`src/hw/rtl/humidity_temperature_frame_decoder_defines.svh`:
```
// assertion macros used by the frame decoder conversion module
`ifndef HUMIDITY_TEMPERATURE_FRAME_DECODER_DEFINES_SVH
`define HUMIDITY_TEMPERATURE_FRAME_DECODER_DEFINES_SVH

// same-cycle implication, checked on every rising aclk edge outside reset
`define HTFD_ASSERT_SAME(lbl, ante, cons, msg) \
    lbl: assert property (@(posedge aclk) disable iff (!aresetn) \
        (ante) |-> (cons)) else $error(msg);

// next-cycle implication, checked on every rising aclk edge outside reset
`define HTFD_ASSERT_NEXT(lbl, ante, cons, msg) \
    lbl: assert property (@(posedge aclk) disable iff (!aresetn) \
        (ante) |=> (cons)) else $error(msg);

`endif

```
`src/hw/rtl/htfd_pkg.sv`:
```
package htfd_pkg;

    // configuration register indexes
    localparam logic CFG_IDX_CRC_POLY    = 1'b0;
    localparam logic CFG_IDX_TEMP_OFFSET = 1'b1;

    // frame status codes
    localparam logic [1:0] STATUS_OK       = 2'd0;
    localparam logic [1:0] STATUS_BUS_ERR  = 2'd1;
    localparam logic [1:0] STATUS_TEMP_CRC = 2'd2;
    localparam logic [1:0] STATUS_HUMI_CRC = 2'd3;

    localparam logic [7:0] CRC_INIT       = 8'hFF;
    localparam logic [7:0] CRC_POLY_RESET = 8'h31;

    // fixed-point conversion factors, results scaled by 2^-16
    localparam int TEMP_SCALE = 17500;
    localparam int TEMP_BIAS  = 4500;
    localparam int HUMI_SCALE = 10000;

    typedef struct packed {
        logic [15:0] raw_temp;
        logic [15:0] raw_humi;
        logic [1:0]  status;
    } frame_result_t;

    // crc-8, msb first, one byte
    function automatic logic [7:0] crc8_feed(input logic [7:0] crc,
                                             input logic [7:0] data,
                                             input logic [7:0] poly);
        logic [7:0] c;
        c = crc ^ data;
        for (int k = 0; k < 8; k++) begin
            if (c[7]) begin
                c = {c[6:0], 1'b0} ^ poly;
            end else begin
                c = {c[6:0], 1'b0};
            end
        end
        return c;
    endfunction

endpackage

```
`src/hw/rtl/htfd_frame.sv`:
```
module htfd_frame
    import htfd_pkg::*;
(
    input  logic          aclk,
    input  logic          aresetn,
    input  logic [7:0]    crc_poly,
    input  logic          in_valid,
    output logic          in_ready,
    input  logic [7:0]    rx_byte,
    input  logic          frame_start,
    input  logic          bus_error,
    output logic          res_valid,
    input  logic          res_ready,
    output frame_result_t res
);

    localparam logic [2:0] POS_T_MSB = 3'd0;
    localparam logic [2:0] POS_T_LSB = 3'd1;
    localparam logic [2:0] POS_T_CRC = 3'd2;
    localparam logic [2:0] POS_H_MSB = 3'd3;
    localparam logic [2:0] POS_H_LSB = 3'd4;
    localparam logic [2:0] POS_H_CRC = 3'd5;

    logic [2:0]    byte_position_reg, byte_position_next;
    logic [7:0]    running_crc_reg, running_crc_next;
    logic [15:0]   raw_temp_reg, raw_temp_next;
    logic [7:0]    humi_high_reg, humi_high_next;
    logic [7:0]    humi_low_reg, humi_low_next;
    logic [1:0]    pending_status_reg, pending_status_next;
    logic          res_valid_reg;
    frame_result_t res_reg, res_next;

    logic       accept;
    logic       done;
    logic [2:0] pos;
    logic [7:0] crc_cur;
    logic [7:0] crc_fed;
    logic [1:0] status_cur;

    assign in_ready  = !res_valid_reg || res_ready;
    assign accept    = in_valid && in_ready;
    assign res_valid = res_valid_reg;
    assign res       = res_reg;

    always_comb begin
        pos        = frame_start ? POS_T_MSB : byte_position_reg;
        if (pos > POS_H_CRC) begin
            pos = POS_T_MSB;
        end
        crc_cur    = frame_start ? CRC_INIT : running_crc_reg;
        status_cur = frame_start ? STATUS_OK : pending_status_reg;
        if (bus_error) begin
            status_cur = STATUS_BUS_ERR;
        end
        crc_fed = crc8_feed(crc_cur, rx_byte, crc_poly);

        byte_position_next  = pos + 3'd1;
        running_crc_next    = crc_fed;
        raw_temp_next       = raw_temp_reg;
        humi_high_next      = humi_high_reg;
        humi_low_next       = humi_low_reg;
        pending_status_next = status_cur;
        done                = 1'b0;

        case (pos)
            POS_T_MSB: begin
                raw_temp_next = {rx_byte, raw_temp_reg[7:0]};
            end
            POS_T_LSB: begin
                raw_temp_next = {raw_temp_reg[15:8], rx_byte};
            end
            POS_T_CRC: begin
                if (crc_cur != rx_byte && status_cur == STATUS_OK) begin
                    pending_status_next = STATUS_TEMP_CRC;
                end
                running_crc_next = CRC_INIT;
            end
            POS_H_MSB: begin
                humi_high_next = rx_byte;
            end
            POS_H_LSB: begin
                humi_low_next = rx_byte;
            end
            default: begin
                if (crc_cur != rx_byte && status_cur == STATUS_OK) begin
                    pending_status_next = STATUS_HUMI_CRC;
                end
                done                = 1'b1;
                byte_position_next  = POS_T_MSB;
                running_crc_next    = CRC_INIT;
            end
        endcase

        res_next.raw_temp = raw_temp_reg;
        res_next.raw_humi = {humi_high_reg, humi_low_reg};
        res_next.status   = pending_status_next;
        if (done) begin
            pending_status_next = STATUS_OK;
        end
    end

    always_ff @(posedge aclk) begin
        if (!aresetn) begin
            byte_position_reg  <= POS_T_MSB;
            running_crc_reg    <= CRC_INIT;
            raw_temp_reg       <= '0;
            humi_high_reg      <= '0;
            humi_low_reg       <= '0;
            pending_status_reg <= STATUS_OK;
            res_valid_reg      <= 1'b0;
        end else begin
            if (accept) begin
                byte_position_reg  <= byte_position_next;
                running_crc_reg    <= running_crc_next;
                raw_temp_reg       <= raw_temp_next;
                humi_high_reg      <= humi_high_next;
                humi_low_reg       <= humi_low_next;
                pending_status_reg <= pending_status_next;
            end
            if (accept && done) begin
                res_valid_reg <= 1'b1;
            end else if (res_ready) begin
                res_valid_reg <= 1'b0;
            end
        end
    end

    always_ff @(posedge aclk) begin
        if (accept && done) begin
            res_reg <= res_next;
        end
    end

endmodule

```
`src/hw/rtl/htfd_convert.sv`:
```
module htfd_convert
    import htfd_pkg::*;
(
    input  logic          aclk,
    input  logic          aresetn,
    input  logic [11:0]   temp_offset,
    input  logic          in_valid,
    output logic          in_ready,
    input  frame_result_t in_res,
    output logic          out_valid,
    input  logic          out_ready,
    output logic [14:0]   temperature_centi,
    output logic [13:0]   humidity_centi,
    output logic [1:0]    frame_status
);

`include "humidity_temperature_frame_decoder_defines.svh"

    logic        out_valid_reg;
    logic [14:0] temp_reg, temp_next;
    logic [13:0] humi_reg, humi_next;
    logic [1:0]  status_reg;

    logic        accept;
    logic [30:0] temp_prod;
    logic [29:0] humi_prod;
    logic [16:0] temp_full;

    assign in_ready          = !out_valid_reg || out_ready;
    assign accept            = in_valid && in_ready;
    assign out_valid         = out_valid_reg;
    assign temperature_centi = temp_reg;
    assign humidity_centi    = humi_reg;
    assign frame_status      = status_reg;

    always_comb begin
        temp_prod = 31'(TEMP_SCALE) * {15'd0, in_res.raw_temp};
        humi_prod = 30'(HUMI_SCALE) * {14'd0, in_res.raw_humi};
        // floor(scaled) - bias - offset, wraps to the 15-bit field
        temp_full = {2'b00, temp_prod[30:16]} - 17'(TEMP_BIAS)
                    - {{5{temp_offset[11]}}, temp_offset};
        if (in_res.status == STATUS_OK) begin
            temp_next = temp_full[14:0];
            humi_next = humi_prod[29:16];
        end else begin
            temp_next = '0;
            humi_next = '0;
        end
    end

    always_ff @(posedge aclk) begin
        if (!aresetn) begin
            out_valid_reg <= 1'b0;
        end else if (accept) begin
            out_valid_reg <= 1'b1;
        end else if (out_ready) begin
            out_valid_reg <= 1'b0;
        end
    end

    always_ff @(posedge aclk) begin
        if (accept) begin
            temp_reg   <= temp_next;
            humi_reg   <= humi_next;
            status_reg <= in_res.status;
        end
    end

    `HTFD_ASSERT_SAME(a_fail_zero, out_valid_reg && status_reg != STATUS_OK, temp_reg == 15'd0 && humi_reg == 14'd0, "failed frame carries nonzero data")
    `HTFD_ASSERT_NEXT(a_accept_fills, accept, out_valid_reg, "accepted frame did not reach output")
    `HTFD_ASSERT_SAME(a_humi_range, out_valid_reg, humi_reg < 14'd10000, "humidity above full scale")

endmodule

```
`src/hw/rtl/humidity_temperature_frame_decoder.sv`:
```
// humidity/temperature sensor frame decoder
//
// input stream: one received sensor byte per request on s_tdata, in read order
// temperature msb, lsb, crc, humidity msb, lsb, crc. s_tuser[0] marks the
// first byte of a frame and realigns the byte counter; s_tuser[1] flags a
// missing acknowledge on that byte. without start marks bytes count modulo six.
// output stream: one request per six-byte frame with temperature in 0.01 degC,
// humidity in 0.01 %rh and a status in m_tuser (ok, or bus error, temperature
// crc error, humidity crc error, in that priority). failed frames give zeros.
// throughput: one byte per cycle unless s_tready is held low by a stall. a
// taken sixth byte goes through the crc/frame register, then the conversion
// register with its two multipliers, before the result request is valid.
// stall: each stage is a register slice; a stalled m_tready holds the result
// and backs up to s_tready only when both stages are full.
// reset (aresetn low, synchronous): polynomial back to 0x31, offset to zero,
// byte counter to the first position, crc to 0xff, no result pending.
// configuration: cfg_we writes cfg_wdata to register cfg_index (0 polynomial, 1 temperature
// offset); the user must write only while the block is idle, which the block does not enforce.
module humidity_temperature_frame_decoder
    import htfd_pkg::*;
(
    input  logic        aclk,
    input  logic        aresetn,
    // configuration write port
    input  logic        cfg_we,
    input  logic        cfg_index,
    input  logic [11:0] cfg_wdata,
    // byte input stream
    input  logic        s_tvalid,
    output logic        s_tready,
    input  logic [7:0]  s_tdata,   // [7:0] rx_byte
    input  logic [1:0]  s_tuser,   // [0] frame_start, [1] bus_error
    // result stream
    output logic        m_tvalid,
    input  logic        m_tready,
    output logic [31:0] m_tdata,   // [14:0] temperature_centi, [28:15] humidity_centi, rest zero
    output logic [1:0]  m_tuser    // [1:0] frame_status
);

    logic [7:0]  crc_poly_reg;
    logic [11:0] temp_offset_reg;

    // frame stage to conversion stage
    logic          frm_valid;
    logic          frm_ready;
    frame_result_t frm_res;

    logic [14:0] temperature_centi;
    logic [13:0] humidity_centi;
    logic [1:0]  frame_status;

    // configuration registers
    always_ff @(posedge aclk) begin
        if (!aresetn) begin
            crc_poly_reg    <= CRC_POLY_RESET;
            temp_offset_reg <= '0;
        end else if (cfg_we) begin
            case (cfg_index)
                CFG_IDX_CRC_POLY:    crc_poly_reg    <= cfg_wdata[7:0];
                CFG_IDX_TEMP_OFFSET: temp_offset_reg <= cfg_wdata;
                default: begin
                end
            endcase
        end
    end

    // byte tracking, crc check and error priority
    htfd_frame u_frame (
        .aclk        (aclk),
        .aresetn     (aresetn),
        .crc_poly    (crc_poly_reg),
        .in_valid    (s_tvalid),
        .in_ready    (s_tready),
        .rx_byte     (s_tdata),
        .frame_start (s_tuser[0]),
        .bus_error   (s_tuser[1]),
        .res_valid   (frm_valid),
        .res_ready   (frm_ready),
        .res         (frm_res)
    );

    // fixed-point scaling into output register
    htfd_convert u_convert (
        .aclk              (aclk),
        .aresetn           (aresetn),
        .temp_offset       (temp_offset_reg),
        .in_valid          (frm_valid),
        .in_ready          (frm_ready),
        .in_res            (frm_res),
        .out_valid         (m_tvalid),
        .out_ready         (m_tready),
        .temperature_centi (temperature_centi),
        .humidity_centi    (humidity_centi),
        .frame_status      (frame_status)
    );

    assign m_tdata = {3'b000, humidity_centi, temperature_centi};
    assign m_tuser = frame_status;

endmodule
```
`config.mk`:
```
export PLATFORM = sky130hd
export DESIGN_NAME = humidity_temperature_frame_decoder
export DESIGN_NICKNAME = d
export VERILOG_FILES = /design/src/hw/rtl/htfd_pkg.sv /design/src/hw/rtl/htfd_frame.sv /design/src/hw/rtl/htfd_convert.sv /design/src/hw/rtl/humidity_temperature_frame_decoder.sv
export VERILOG_INCLUDE_DIRS = /design/src /design/src/hw/rtl
export SDC_FILE = /design/constraint.sdc
export NUM_CORES = 1
export LEC_CHECK = 0
export ABC_AREA = 0
export BUFFER_PORTS_ARGS = -buffer_cell sky130_fd_sc_hd__buf_2
export CAP_MARGIN = 25
export CORE_ASPECT_RATIO = 0.7
export CORE_MARGIN = 1.5
export CORE_UTILIZATION = 25
export CTS_BUF_LIST = sky130_fd_sc_hd__clkbuf_2 sky130_fd_sc_hd__clkbuf_4 sky130_fd_sc_hd__clkbuf_8
export CTS_CLUSTER_SIZE = 28
export DETAILED_ROUTE_END_ITERATION = 8
export PLACE_DENSITY_LB_ADDON = 0.25
export SYNTH_ARGS = -nofsm -noshare
export SYNTH_HDL_FRONTEND = slang
export SYNTH_SLANG_ARGS = --single-unit
```
`constraint.sdc`:
```
create_clock -name aclk -period 8.55 [get_ports aclk]
set_input_delay 0.855 -clock aclk [delete_from_list [all_inputs] [get_ports aclk]]
set_output_delay 0.855 -clock aclk [all_outputs]
set_load 0.1 [all_outputs]
```
==> reports/summary.md, run 1 <==
The flow ran to the end, and the final reports show no timing, DRC or antenna violations. In this run the tool buffered the top-level ports with 60 buffer cells. The share of total power dissipated in sequential elements is 39.2%.

In this run the worst path has a maximum fanout of 5. In this run the most critical hold path is launched from u_frame.raw_temp_reg[13]. Of all cell types, the one taking the most synthesized area is sky130_fd_sc_hd__ha_1.

The area growth from synthesis to layout is 10.5%. The detail-routed net length per standard cell is 14.4 um. On the worst path, the slowest cell contributes a delay of 0.54 ns.

The worst setup path is captured at a flop. The fraction of synthesized cell area taken by the top area cell type is 19.8%. After global routing the overflow that remains totals 0. Leading register cell type out of synthesis: sky130_fd_sc_hd__dfxtp_1.

The H-tree was split into 4 levels. The worst register-to-register path ends at u_convert.temperature_centi[13]. The number of setup buffers added after CTS is 0, and the die outline area is 0.0507 sq mm. The logs give 0 for the final setup violation count and 45700 um for the wire length of the first global-routing pass.

In the layout the commonest cells are sky130_fd_sc_hd__inv_1 (216), sky130_fd_sc_hd__ha_1 (195), sky130_fd_sc_hd__nand2_1 (100). The per-instance average area after synthesis was 9.72 sq um; the number of remaining DRC errors was 0. The tools report the proportion of power drawn by combinational gates as 30.0%.

The run gives 0 as the number of hold buffers added after CTS. The critical path is of the flop to flop type. The run gives 0 as the remaining number of nets flagged by the antenna check after routing. The core region is 0.0483 sq mm.

Count of instances resized after the clock tree is built: 0. The data arrival time of the critical path was 8.04 ns; the synthesis warning total was 0. Dividing total power by cell area gives a power density of 134 mW/mm^2. The wire-length estimate of the detail-placed layout is 23300 um. The logs give 0 for the final number of hold-violating endpoints and 8282 for the via count of the first global-routing pass. The total iterations of the first detailed-routing run was 4.

The worst ir drop on vdd was 0.0846 mV; the number of instances in the synthesized netlist was 1269. The tools report the source of the critical timing path as u_frame.res[21]. Global routing consumed, over all layers together, 11.6% of the routing resources. The vias per cell was 4.22; the clock sink count was 132. The chip height was 189 um; the clock network power share was 30.8%.

At the end of routability-driven placement, the weighted congestion stood at 0.786. Total wire length: 28500 um. Timing would allow up to 128 MHz. The relative slew slack was 35.4%. Category of the worst setup path launch point: a flop. The final critical path takes up 91.2% of the cycle.

The latest clock arrival within the worst-skew pair came out at 0.50 ns. Register bit count reported by yosys: 132. Deepest clock path buffer count: 2. Ranked by total cell area, the synthesized netlist is headed by sky130_fd_sc_hd__ha_1 (20%), sky130_fd_sc_hd__edfxtp_1 (16%), sky130_fd_sc_hd__fa_1 (13%). The logs give 63 for the largest net degree at the start of global routing and 0.699 ns for the placement-stage worst setup slack. The tree is rooted in a sky130_fd_sc_hd__clkbuf_8.

Leaving out fill and tap cells, the most frequent cell in the layout is sky130_fd_sc_hd__inv_1. For flop-to-flop paths, the worst setup slack is 0.75 ns. The run gives 1.22 mW as the total internal power.

Adding up every negative setup slack in the final design gives 0 ns. The number of fill cells in the layout was 5179. In the final layout, the share of cells above drive strength 1 is 9.16%.

The boundary pin count is 64. Counting flops with a built-in enable in the synthesized netlist gives 65. The critical path required time is 8.79 ns, and the width of the chip is 269 um.

In this run the worst hold path is classified as flop to flop. The switching part of the total power was 33.7%; the cell area after synthesis was 0.0123 sq mm. For this design the static power due to leakage is 6.61 nW. For the pin with the worst max-slew slack, the measured transition is 0.960 ns. The post-synthesis sequential area ratio was 26.7%. Counting I/O delays and the setup requirement, the final critical path takes 7.80 ns. For this configuration, the core starts out at a cell density of 25.6%. The clock transition at the registers of the reported paths was 0.09 ns. Across the routed clock network, the largest skew measured is 0.0156 ns.

Following the worst setup path forward leads to its endpoint at u_convert.temperature_centi[13]. Number of flip-flops under the largest register name: 34. The run gives 17 as the CTS buffer count. TritonCTS built the clock tree. The initial antenna violation count is 1, and the max-cap check violation count is 0. The post-layout net count was 1610; the setup slack after layout was 0.754 ns. The tools report the number of core rows as 67. For the detailed-route via count, the log shows 8352. The synthesized netlist contains 81 unique library cells.

The cell type of the slowest stage on the worst timing path was sky130_fd_sc_hd__fa_1. For this block, the initial DRC count from the detailed router was 450. Measured in cells, the most critical reg-to-reg path has a length of 34. For this design the total switching power over the nets is 618 uW. The max-slew violation count is 0. The worst register-to-register path begins at u_frame.res[21].

Setup repair after global routing left no endpoint under its margin. The proportion of register bits with asynchronous set or reset after synthesis was 0%.
==> Yosys cell counts, types with 25 or more instances <==
cell type	number
sky130_fd_sc_hd__a21boi_0	27
sky130_fd_sc_hd__xnor2_1	38
sky130_fd_sc_hd__nor2b_1	40
sky130_fd_sc_hd__mux2i_1	25
sky130_fd_sc_hd__dfxtp_1	67
sky130_fd_sc_hd__nor2_1	67
sky130_fd_sc_hd__fa_1	79
sky130_fd_sc_hd__ha_1	195
sky130_fd_sc_hd__a21oi_1	43
sky130_fd_sc_hd__edfxtp_1	65
sky130_fd_sc_hd__xor2_1	27
sky130_fd_sc_hd__nand3_1	29
sky130_fd_sc_hd__nand2_1	100
sky130_fd_sc_hd__inv_1	216
==> through the flow <==
stage	hold WS [ns]	cells	util [%]	instance area (sq um)	total power, mW
floorplan	0.408	1271	-	12300	1.20
global placement	0.413	1942	27.3	13200	1.28
detailed placement	0.420	1942	27.3	13200	1.28
CTS	0.440	1974	28.1	13600	1.85
global route	0.447	1976	28.2	13600	1.93
finish	0.438	1977	28.2	13600	1.83
==> logic make-up (layout without fill, tap and decap cells) <==
group                      Yosys count  count (layout)  synth area share, %
AOI/OAI and AO/OA                  178             178                 10.2
other                                1               4               0.0304
DFF                                132             132                 26.7
muxes                               25              25                 2.03
and+or+nand+nor                    320             320                 12.8
adders and majority gates          274             274                 32.6
buffers and inverters              262             312                 8.97
xor gates and xnor gates            77              77                 6.72
==> worst min-delay path by stage <==
stage / depth (start not counted) / to / slack (ns)
after floorplan: 0 / u_frame.res[18] / 0.41
after global placement: 0 / u_frame.res[31] / 0.41
after detailed placement: 0 / u_frame.res[31] / 0.42
after CTS: 0 / u_frame.res[30] / 0.44
after global routing: 0 / u_frame.res[30] / 0.45
final: 0 / u_frame.res[31] / 0.44
==> power groups by stage <==
stage,registers (mW),clock network [mW],logic [mW]
3_3_place_gp,0.731,0,0.546
4_1_cts,0.716,0.580,0.551
5_1_grt,0.721,0.604,0.599
3_5_place_dp,0.730,0,0.548
6_report,0.718,0.565,0.551
2_1_floorplan,0.705,0,0.494
==> critical path, delay by kind of cell (launching register included) <==
kind	cells	cell delay (ns)
XOR/XNOR	1	0.18
adder cells (fa/ha/maj)	9	3.13
flip-flops	1	0.51
AND/OR/NAND/NOR	4	0.57
AO/OA/AOI/OAI	18	3.08
buffers and inverters	2	0.09
==> layer usage <==
| metal | global-route usage (%) | share of wire (%) | vias to the layer above |
|---|---|---|---|
| met1 | 17.8 | 56 | 3939 |
| met5 | 0 | 0.046 | - |
| met3 | 2.65 | 3.8 | 16 |
| met4 | 2.59 | 0.86 | 2 |
| met2 | 16.2 | 39 | 98 |
| li1 | - | - | 4297 |
==> area by class of cell <==
cell class | instances | area [sq um] | share of cell area [%]
diodes | 1 | 2.50 | 0.0184
clock buffers | 17 | 234 | 1.72
clock inverters | 15 | 169 | 1.24
inverters | 217 | 815 | 5.97
multi-input cells | 877 | 7950 | 58.3
flip-flops and latches | 132 | 3290 | 24.2
well taps | 655 | 820 | 6.01
repair buffers | 63 | 348 | 2.55
Power figures use the tool's default switching activity.
==> run 2: changes to the inputs <==
Settings changed: CORE_MARGIN 1.5 to 2.
==> run 2 against run 1 <==
Effect of this change: clock power rose by 2%; global-route usage rose by 0.094 points; fmax fell by 0.52%; core utilization fell by 0.38 points; worst hold slack got worse by 0.0065 ns; clock skew rose by 0.0075 ns; total power rose by 1.1%; final area rose by 0.14%; first-iteration DRC count rose by 13%; register-to-register slack got worse by 0.04 ns; flip-flop and latch count did not move.
==> reports/summary.md, run 2 (synthesized netlist as in run 1, its figures left out) <==
The run finished with clean final reports. The logs give 0 for the diode insertion count for antenna repair and 0 ns for the sum of negative setup slack. After clock tree synthesis, the setup repair step added 0 buffers. Per report_power, the combinational group accounts for 30.5% of the total. The die outline area is 0.0512 sq mm.

The congestion estimate from routability-driven global placement came to 0.774. Clock latency on the worst-skew pair, taken at its later pin, is 0.47 ns. The library cell used most frequently in the layout, excluding fill and tap cells, is sky130_fd_sc_hd__inv_1. The post-route netlist has 9.16% of its cells at a drive strength greater than 1. For the via count of the first global-routing pass, the log shows 8085.

The top cell types in the final layout, fill and taps aside, are sky130_fd_sc_hd__inv_1 (216), sky130_fd_sc_hd__ha_1 (195), sky130_fd_sc_hd__nand2_1 (100). The logs give 0.00795 sq mm for the multi-input logic area and 63 for the largest net degree at the start of global routing. The final number of hold-violating endpoints was 0; the final hold slack was 0.432 ns. The H-tree generated during clock tree synthesis spans 4 levels. Summed over all nets, the half-perimeter wirelength after detailed placement is 23100 um. Most numerous cell on the critical path: sky130_fd_sc_hd__a21oi_1. Cell type of the slowest stage on the worst timing path: sky130_fd_sc_hd__fa_1. After detailed routing, the number of remaining DRC violations is 0. Number of core rows: 68. STA classifies the critical path endpoint as a flop. Number of hold buffers added after CTS: 0. The region available for standard cell placement spans 0.0490 sq mm. Max-slew violation count: 0. Number of fill cells in the layout: 5246.

In this run the tightest slew margin relative to its limit is 50.3%. The kind of path behind the tightest hold check was flop to flop. Of the total power, the clock network draws 31.0%.

After detailed routing, the average wire length per cell comes to 14.6 um. Number of flip-flops under the largest register name: 34. Dividing the detail-routed via count by the number of cells gives 4.18. The path with the worst hold slack has its endpoint at u_frame.res[18]. Summing all placed instances gives a cell area of 0.0132 sq mm. In the finished design, the share of the clock period the worst path needs comes to 91.7%.

In this run the power density over the cells is 136 mW/mm^2. The total wire length was 29000 um; the switching part of the total power was 32.6%. The first global-routing pass estimated 46400 um of wire. The logs give 1610 for the post-layout net count and 8310 for the detailed-route via count.

Counting instances, the worst hold path has a depth of 0. The width of the chip is 270 um, and the critical path required time is 8.74 ns. The tree is rooted in a sky130_fd_sc_hd__clkbuf_8. The count of instances resized after the clock tree is built was 0.

The tools report the flop-to-flop setup slack as 0.71 ns. TritonCTS built the clock tree. The worst register-to-register path ends at u_convert.temperature_centi[13]. The clock transition at the registers of the reported paths came out at 0.08 ns.

The maximum single-stage delay on the critical path was 0.52 ns; the max-cap check violation count was 0. The layout overhead on the synthesized area is 10.6%, and the initial antenna violation count is 1. Data on the critical path arrives at its endpoint at 8.03 ns. Internal power comes to 1.25 mW.

Registers take 0.00329 sq mm. The tools report the boundary pin count as 64. The number of buffer cells added on primary ports is 60, and the CTS buffer count is 17. The total iterations of the first detailed-routing run is 4. The logs give 6.62 nW for the static leakage and 11.7% for the global-route total usage across every layer.

The logs give 0.0137 sq mm for the final non-filler cell area and 0.0809 mV for the worst ir drop on vdd. Of the total power, registers draw 38.5%. In this run the worst path has a maximum fanout of 5. Setup repair after global routing left no endpoint under its margin. The tools report the startpoint of the worst hold path as u_frame.raw_temp_reg[0].

For the final global-route overflow total, the log shows 0. In this run the deepest clock path goes through 2 buffers. The remaining number of nets flagged by the antenna check after routing was 0; the transition time of the tightest slew-check pin was 0.744 ns. The run gives 0.0231 ns as the post-route clock skew. Type of the worst setup path: flop to flop.

The starting utilization of the core area was 25.2%. The detailed router finished its first iteration with 508 violations. The chip height was 190 um.

In this run the critical register-to-register path is launched from u_frame.res[21]. The worst setup path is launched from a flop. The worst path in the final design needs a cycle of 7.84 ns, including I/O delays and setup. Setup violations remaining at the end of the flow were counted as 0.

Based on the critical path, the design can be clocked at up to 128 MHz. The tools report the clock sink count as 132. The logic depth of the worst register-to-register path works out to 35.

The run gives 1.85 mW as the overall power. For this design the total switching power over the nets is 604 uW.
run 2: area by class of cell:
| cell class | count | share of cell area, % |
|---|---|---|
| clock inverters | 13 | 1.28 |
| well taps | 665 | 6.09 |
| inverters | 217 | 5.97 |
| multi-input cells | 877 | 58.3 |
| flip-flops and latches | 132 | 24.1 |
| clock buffers | 19 | 1.82 |
| repair buffers | 63 | 2.46 |
run 2: power groups by stage:
stage	Combinational (mW)	Sequential, mW	Clock, mW
final	0.564	0.714	0.575
after global routing	0.621	0.718	0.621
after CTS	0.565	0.714	0.596
after detailed placement	0.561	0.728	0
after floorplan	0.494	0.705	0
after global placement	0.553	0.728	0
run 2: worst max-delay path by stage:
stage | startpoint | slack, ns | cells past startpoint | endpoint
final | u_frame.res[21] | 0.71 | 35 | u_convert.temperature_centi[13]
after global routing | u_frame.res[21] | 0.21 | 35 | u_convert.temperature_centi[13]
after CTS | u_frame.res[21] | 0.68 | 35 | u_convert.temperature_centi[13]
after detailed placement | u_frame.res[21] | 0.73 | 35 | u_convert.temperature_centi[13]
after global placement | u_frame.res[21] | 0.83 | 35 | u_convert.temperature_centi[13]
after floorplan | u_frame.res[21] | 1.40 | 35 | u_convert.temperature_centi[13]
run 2: routing by layer:
| layer | track usage (%) | up-vias | share of wire, % | wire (um) |
|---|---|---|---|---|
| li1 | - | 4299 | - | - |
| met1 | 18.0 | 3916 | 56 | 16400 |
| met2 | 16.9 | 80 | 40 | 11700 |
| met3 | 2.11 | 13 | 2.6 | 758 |
| met4 | 1.92 | 2 | 0.62 | 181 |
| met5 | 0 | - | 0.045 | 13 |
run 2: critical path, delay by kind of cell (launching register included):
family                     cells  cell delay, ns
DFF                            1            0.50
xor gates and xnor gates       2            0.26
buffers and inverters          3            0.16
adders and majority gates      8            2.96
and+or+nand+nor                4            0.57
AOI/OAI and AO/OA             18            3.13
run 2: metrics by stage:
stage / setup WS [ns] / utilization [%] / cells
after floorplan: 1.40 / - / 1271
after global placement: 0.833 / 27.0 / 1953
after detailed placement: 0.735 / 27.0 / 1953
after CTS: 0.679 / 27.8 / 1985
after global routing: 0.206 / 27.9 / 1986
final: 0.713 / 27.9 / 1986
==> run 3: changes to the inputs <==
Clock period 8.55 ns to 7.15 ns, I/O delays scaled along.
==> run 3 against run 2 <==
Effect of this change: worst hold slack better by 0.0046 ns; global-route usage up 0.23 points; sequential share of layout area down 0.65 points; first-iteration DRC count down 5.7%; combinational power up 23%; setup slack worse by 0.66 ns; sequential power up 20%; largest cell class unchanged.
==> reports/summary.md, run 3 (synthesized netlist as in run 1, its figures left out) <==
Relative to the synthesized area, the layout overhead comes to 13.7%. The register with the most flip-flops in the layout has 34 of them. The transition time of the tightest slew-check pin is 0.724 ns, and the remaining number of nets flagged by the antenna check after routing is 0. For the relative slew slack, the log shows 51.3%. Leaving out fill and tap cells, the most frequent cell in the layout is sky130_fd_sc_hd__inv_1.

The type of the worst setup path is flop to flop. The run gives 2 as the deepest clock path buffer count. Among all stages on the critical path, the largest delay is contributed by sky130_fd_sc_hd__edfxtp_1. Dividing the detail-routed wire length by the instance count gives 14.7 um. Category of the worst setup path launch point: a flop. For this run, the post-layout net count is 1648. Setup slack closes at 0.0556 ns.

The run gives 68 as the number of core rows. Tracing the worst setup path back leads to its startpoint at u_frame.res[21]. The number of remaining DRC errors is 0, and the number of buffer cells added on primary ports is 60. The run finished with clean final reports. The number of fill cells in the layout was 5255. The placement-stage worst setup slack is -0.248 ns. The congestion estimate from routability-driven global placement came to 0.793. On the final layout, the worst clock skew is 0.0158 ns. Clock tree synthesis inserted a total of 17 buffers. Global routing finished with a remaining overflow of 0. The first global-routing pass estimated 47200 um of wire. The final number of hold-violating endpoints came out at 0.

Setup repair after global routing could not meet its margin everywhere. The largest single stage delay on the critical path is 0.49 ns. The worst hold path begins at u_frame.raw_temp_reg[12]. The worst setup path is captured at a flop.

The tightest min-delay check is of the flop to flop type. The H-tree generated during clock tree synthesis spans 4 levels. The initial utilization of the core area, before any placement, comes to 25.2%.

The tree is rooted in a sky130_fd_sc_hd__clkbuf_8. The run gives 23800 um as the estimated wirelength of the detail-placed design. For the max-slew violation count, the log shows 0. For the finished layout, the period the worst path requires is 7.09 ns. After detailed placement, the total cell area comes to 0.0134 sq mm. The sequential cell area was 0.00329 sq mm. Adding up every negative setup slack in the final design gives 0 ns. Via count of the first global-routing pass: 8420. The multi-input combinational cells in the finished layout cover a total of 0.00807 sq mm. The total wire length is 29700 um. Boundary pin count: 64. The final setup violation count was 0. The run gives 11.9% as the global-route total usage across every layer. In this run the critical register-to-register path is launched from u_frame.res[21]. Clock sink count: 132. The critical path required time is 7.36 ns. The share of final-layout standard cells stronger than drive strength 1 is 13.2%, and the data arrival time of the critical path is 7.30 ns. The flop-to-flop setup slack is 0.06 ns. The chip height was 190 um; the number of hold buffers added after CTS was 0. Most numerous cell on the critical path: sky130_fd_sc_hd__a21oi_2. The largest driver fanout on the critical path is 3, and the post-route fraction of the period consumed by the critical path is 99.2%. The max-cap check violation count was 0. Static leakage: 6.80 nW. The routed layout has 8574 vias. Clock-pin slew was measured on the worst setup and hold paths at 0.09 ns. The die is 270 um wide. For this design the ratio of total power to cell area is 156 mW/mm^2. The tools report the count of routing violations after the opening detailed-route iteration as 479. The final non-filler cell area was 0.0140 sq mm. Entering global routing, the biggest net connects 63 pins. The worst-case IR drop observed on VDD is 0.0950 mV. The die covers 0.0512 sq mm. The top cell types in the final layout, fill and taps aside, are sky130_fd_sc_hd__inv_1 (215), sky130_fd_sc_hd__ha_1 (191), sky130_fd_sc_hd__nand2_1 (100). The repair_antennas step left the layout with diodes totalling 0. The total area inside the core boundary comes to 0.0490 sq mm. Based on the critical path, the design can be clocked at up to 141 MHz. The initial antenna violation count is 1, and the overall power is 2.19 mW.

Clock latency on the worst-skew pair, taken at its later pin, is 0.47 ns. TritonCTS built the clock tree. The vias per cell was 4.24; the total iterations of the first detailed-routing run was 4.
==> run 3: area by class of cell <==
class                           instances  area share (%)
Clock buffer                           17            1.67
Clock inverter                         15            1.17
Inverter                              217            5.81
Multi-Input combinational cell        877            57.5
Sequential cell                       132            23.5
Tap cell                              665            5.93
Timing Repair Buffer                  101            4.45
==> run 3: repair_timing <==
action / in CTS / in global routing
gates resized for setup: 11 / 13
buffers inserted: 13 / 5
endpoints found under the setup margin: 5 / 7
cloned: 0 / 0
pin swaps: 21 / 35
==> run 3: metrics by stage <==
| stage | util, % | hold slack, ns | cells |
|---|---|---|---|
| global route | 28.6 | 0.445 | 2024 |
| finish | 28.6 | 0.436 | 2024 |
| CTS | 28.4 | 0.432 | 2023 |
| detailed placement | 27.3 | 0.416 | 1978 |
| global placement | 27.3 | 0.412 | 1978 |
| floorplan | - | 0.408 | 1271 |
==> run 3: worst max-delay path: cells and delay by family (launching register included) <==
kind | cells | cell delay [ns]
buffers and inverters | 2 | 0.08
adders and majority gates | 9 | 2.88
xor gates and xnor gates | 1 | 0.16
DFF | 1 | 0.49
and+or+nand+nor | 4 | 0.45
AOI/OAI and AO/OA | 18 | 2.74
==> run 3: final timing paths <==
check / to / depth (start not counted)
worst min register to register: u_frame.res[30] / 0
worst min-delay path: u_frame.res[30] / 0
worst max register to register: u_convert.temperature_centi[13] / 34
worst max-delay path: u_convert.temperature_centi[13] / 34
==> run 3: power by group <==
part           internal [mW]  leakage, nW  switching, mW
clock network          0.290        0.193          0.351
registers              0.814         1.17         0.0403
logic                  0.336         5.44          0.358
==> run 3: metal layers <==
layer / GRT usage, % / wire length [um]
met3: 2.06 / 969
met4: 2.76 / 288
met2: 17.4 / 12100
met1: 18.0 / 16400
met5: 0 / 0
